## config.mk

```make
export PLATFORM = sky130hd
export DESIGN_NAME = gfa_reduce
export DESIGN_NICKNAME = d
export VERILOG_FILES = /design/src/rtl/gfa_pkg.sv /design/src/rtl/gfa_reduce.sv
export SDC_FILE = /design/constraint.sdc
export NUM_CORES = 1
export LEC_CHECK = 0
export ABC_CLOCK_PERIOD_IN_PS = 17900
export BUFFER_PORTS_ARGS = -buffer_cell sky130_fd_sc_hd__buf_2
export CORE_ASPECT_RATIO = 2
export CORE_UTILIZATION = 39
export DETAILED_ROUTE_END_ITERATION = 7
export PLACE_DENSITY = 0.67
export SYNTH_ARGS = -nofsm -noshare
export SYNTH_HDL_FRONTEND = slang
export SYNTH_SLANG_ARGS = --single-unit
```

## constraint.sdc

```tcl
create_clock -name vclk -period 17.9
set_input_delay 3.58 -clock vclk [all_inputs]
set_output_delay 3.58 -clock vclk [all_outputs]
set_load 0.05 [all_outputs]
```

## src/rtl/gfa_pkg.sv

```systemverilog
// Package: constants, operation codes and modular add/sub helpers for the Goldilocks ALU.
`default_nettype none
package gfa_pkg;
    localparam logic [63:0] P   = 64'hFFFF_FFFF_0000_0001;
    localparam logic [63:0] EPS = 64'h0000_0000_FFFF_FFFF;
    localparam int unsigned OP_W = 3;
    localparam int unsigned WORD_W = 64;
    localparam int unsigned STAGES = 6;

    localparam logic [OP_W-1:0] OP_ADD  = 3'd0;
    localparam logic [OP_W-1:0] OP_SUB  = 3'd1;
    localparam logic [OP_W-1:0] OP_MUL  = 3'd2;
    localparam logic [OP_W-1:0] OP_EADD = 3'd3;
    localparam logic [OP_W-1:0] OP_ESUB = 3'd4;
    localparam logic [OP_W-1:0] OP_EMUL = 3'd5;

    typedef logic [WORD_W-1:0] word_t;

    function automatic word_t canon(input word_t v);
        canon = (v >= P) ? v - P : v;
    endfunction

    function automatic word_t add_mod(input word_t a, input word_t b);
        logic [WORD_W:0] s;
        s = {1'b0, a} + {1'b0, b};
        add_mod = (s >= {1'b0, P}) ? word_t'(s - {1'b0, P}) : s[WORD_W-1:0];
    endfunction

    function automatic word_t sub_mod(input word_t a, input word_t b);
        sub_mod = (a >= b) ? a - b : a - b + P;
    endfunction
endpackage
`default_nettype wire

```

## src/rtl/gfa_reduce.sv

```systemverilog
// 128-bit to canonical field element reduction using 2^64 = 2^32-1 and 2^96 = -1 mod p.
`default_nettype none
module gfa_reduce
(
    input  wire logic [63:0] hi,
    input  wire logic [63:0] lo,
    output logic [63:0]      res
);
    logic [31:0] hh;
    logic [31:0] hl;
    logic [63:0] t0;
    logic [63:0] t1;
    logic [64:0] t2;
    logic [63:0] t3;

    always_comb
    begin
        hh = hi[63:32];
        hl = hi[31:0];
        t0 = lo - {32'd0, hh};
        if (lo < {32'd0, hh})
        begin
            t0 = t0 - gfa_pkg::EPS;
        end
        t1 = {hl, 32'd0} - {32'd0, hl};
        t2 = {1'b0, t0} + {1'b0, t1};
        t3 = t2[64] ? t2[63:0] + gfa_pkg::EPS : t2[63:0];
        res = gfa_pkg::canon(t3);
    end
endmodule
`default_nettype wire

```

==> results.yml <==
hold_path:
  hp-start: "lo[63]"
  hold_class: "input pin to output pin"
timing:
  hold_viol: 0
  final-setup-viol-count: 0
  fmax_ghz: 0.05824
  period_needed_ns: 17.17
  finalCritPeriodShare_pct: 95.92
  worst_slew_pin_slew_ns: 0.9423
  fin_setup_tns_ns: 0
  report.final.slew_viol_count: 0
  slew_headroom_pct: 36.60
  grt_setup_unrepaired: "false"
synth:
  synthDistinctLibCells: 82
  synthSimpleGateAreaFrac_pct: 36.90
  yosysTopAreaCell: "ha_1"
  syn_inst: 1830
  synth_top_family_by_area: "simple AND/OR/NAND/NOR gates"
  synth.area.top_cells: "ha_1 (11%), xnor2_1 (11%), xor2_1 (6.8%)"
  syn_area_per_cell_um2: 6.337
  netlist_area_mm2: 0.01160
  synthAdderAreaFrac_pct: 11.24
  yosysTopAreaCellShare_pct: 10.90
  syn-num-nets: 2061
  ys_seq_area_share_pct: 0
  synth_compound_area_share_pct: 28.09
  synth-warning-count: 0
  muxShareOfSynthArea_pct: 0.8091
  synth_xor_area_share_pct: 17.67
setup_path:
  path_class: "input pin to output pin"
  cp-endpoint: "res[11]"
  worstSetupStartpointType: "input pin"
  crit_path_top_delay_cell: "or4_1"
  crit_fanout: 12
  crit_path_start: "lo[49]"
  required_ns: 14.32
  crit_arrival_ns: 13.59
  critPathMaxStageDelay_ns: 0.56
  worstSetupEndpointType: "output pin"
clock_tree:
  hold_buffers: 0
  cts_setup_buffers: 0
  ctsResizeCount: 0
die:
  die_w_um: 123.9
  die-height_um: 245.9
  ios: 192
  start_util_pct: 39.45
  rows: 89
  die_area_mm2: 0.03047
  core_mm2: 0.02940
route:
  wl_mm: 46.81
  post_drt_wl_per_cell_um: 19.91
  num_vias: 14590
  viasPerCell: 6.207
  first_pass_iters: 8
  post-route-drc-count: 0
  postRouteAntennaNets: 0
  drtIter0Drc: 1021
power_and_ir_drop:
  vdd_drop_max_v: 0.0001134
  power.leakage_nw: 5.226
  powerDensity_mw_per_mm2: 84.23
cells_and_area:
  finalNetCount: 2220
  final_cell_area_mm2: 0.01307
  syn2layout_area_growth_pct: 12.70
  n_antenna_cell: 0
  clkbuf_count: 0
  regArea_um2: 0
  flops_and_latches: 0
  fillers: 3270
  drive_above_1_share_pct: 14.39
grt:
  grt_max_degree: 17
  grt_pass1_wl_mm: 71.29
  grtUsageTotal_pct: 29.95
  grt_antenna_before_repair: 0
  grt_pass1_vias: 13950
  grt.overflow.total: 0
place:
  gp_congestion: 1.056
  dpl-instance-area_mm2: 0.01304
  numPortBuffers: 192
  dp_hpwl_mm: 40.83
status:
  status: "finished clean"
flow_run:
  max_cap_viol_count: 0
## synth_stat cells, drive strengths merged, types with 24 or more instances
cell type and count:
a211oi 24, a21o 42, a21oi 136, and2 31, clkbuf 74, ha 101
inv 74, nand2 166, nand3 72, nand4 65, nor2 186, nor3 81
nor4 44, o21ai 116, or3 36, xnor2 144, xor2 90
## through the flow
step	power (W)	std cells	worst slack, ns	util (%)	hold WS (ns)
global placement	0.001075	2351	0.8926	44.35	8.230
CTS	0.001086	2351	0.5880	44.35	8.227
global route	0.001181	2351	0.07974	44.46	8.288
finish	0.001101	2351	0.7309	44.46	8.235
detailed placement	0.001083	2351	0.6380	44.35	8.215
floorplan	0.0008075	1830	1.267	-	7.865
## how the worst min path moves through the flow
stage | cells after the start | endpoint | slack (ns)
finish | 7 | res[63] | 8.24
global route | 7 | res[63] | 8.29
CTS | 7 | res[63] | 8.23
detailed placement | 7 | res[63] | 8.22
global placement | 7 | res[63] | 8.23
floorplan | 4 | res[0] | 7.87
## worst max-delay path, delay by kind of cell
family          cells  cell delay (ns)
xor+xnor            3             0.57
buf+inv             6             1.17
simple gates       19             6.24
compound gates      4             1.52
fa+ha+maj           1             0.47
## cells in the final DEF, fill, tap and decap left out, types with 31 or more instances in the layout
master / n
buf_2: 192
xnor2_1: 144
nand3_1: 72
or3_1: 36
nor2_1: 185
nor3_1: 79
buf_4: 48
nand2_1: 166
inv_1: 74
ha_1: 101
a21o_1: 42
a21oi_1: 133
xor2_1: 90
nor4_1: 43
o21ai_0: 110
and2_1: 31
nand4_1: 64
## routing by layer
| metal | wire [µm] | GRT usage, % | vias to the layer above |
|---|---|---|---|
| met4 | 4832 | 25.56 | 0 |
| met5 | 0 | 0 | - |
| li1 | - | - | 7106 |
| met2 | 23590 | 55.10 | 553 |
| met1 | 16250 | 29.59 | 6755 |
| met3 | 2141 | 1.763 | 179 |
## logic make-up (layout without fill, tap and decap cells)
kind of cell               after synthesis  count (layout)
and+or+nand+nor                        825             825
buffers and inverters                  157             314
adders and majority gates              103             103
muxes                                    9               9
AOI/OAI and AO/OA                      502             502
xor gates and xnor gates               234             234
## final cells by class
type                            count  area [µm²]  share of cell area [%]
Multi-Input combinational cell   1673       11020                   84.28
Timing Repair Buffer              240        1321                   10.11
Tap cell                          364       455.4                   3.485
Inverter                           74       277.8                   2.125
## where the power goes
part	switching (W)	internal, W	total (W)
clock network	0	0	0
registers	0	0	0
logic	0.000761	0.000340	0.00110
(Power assumes the default switching activity.)
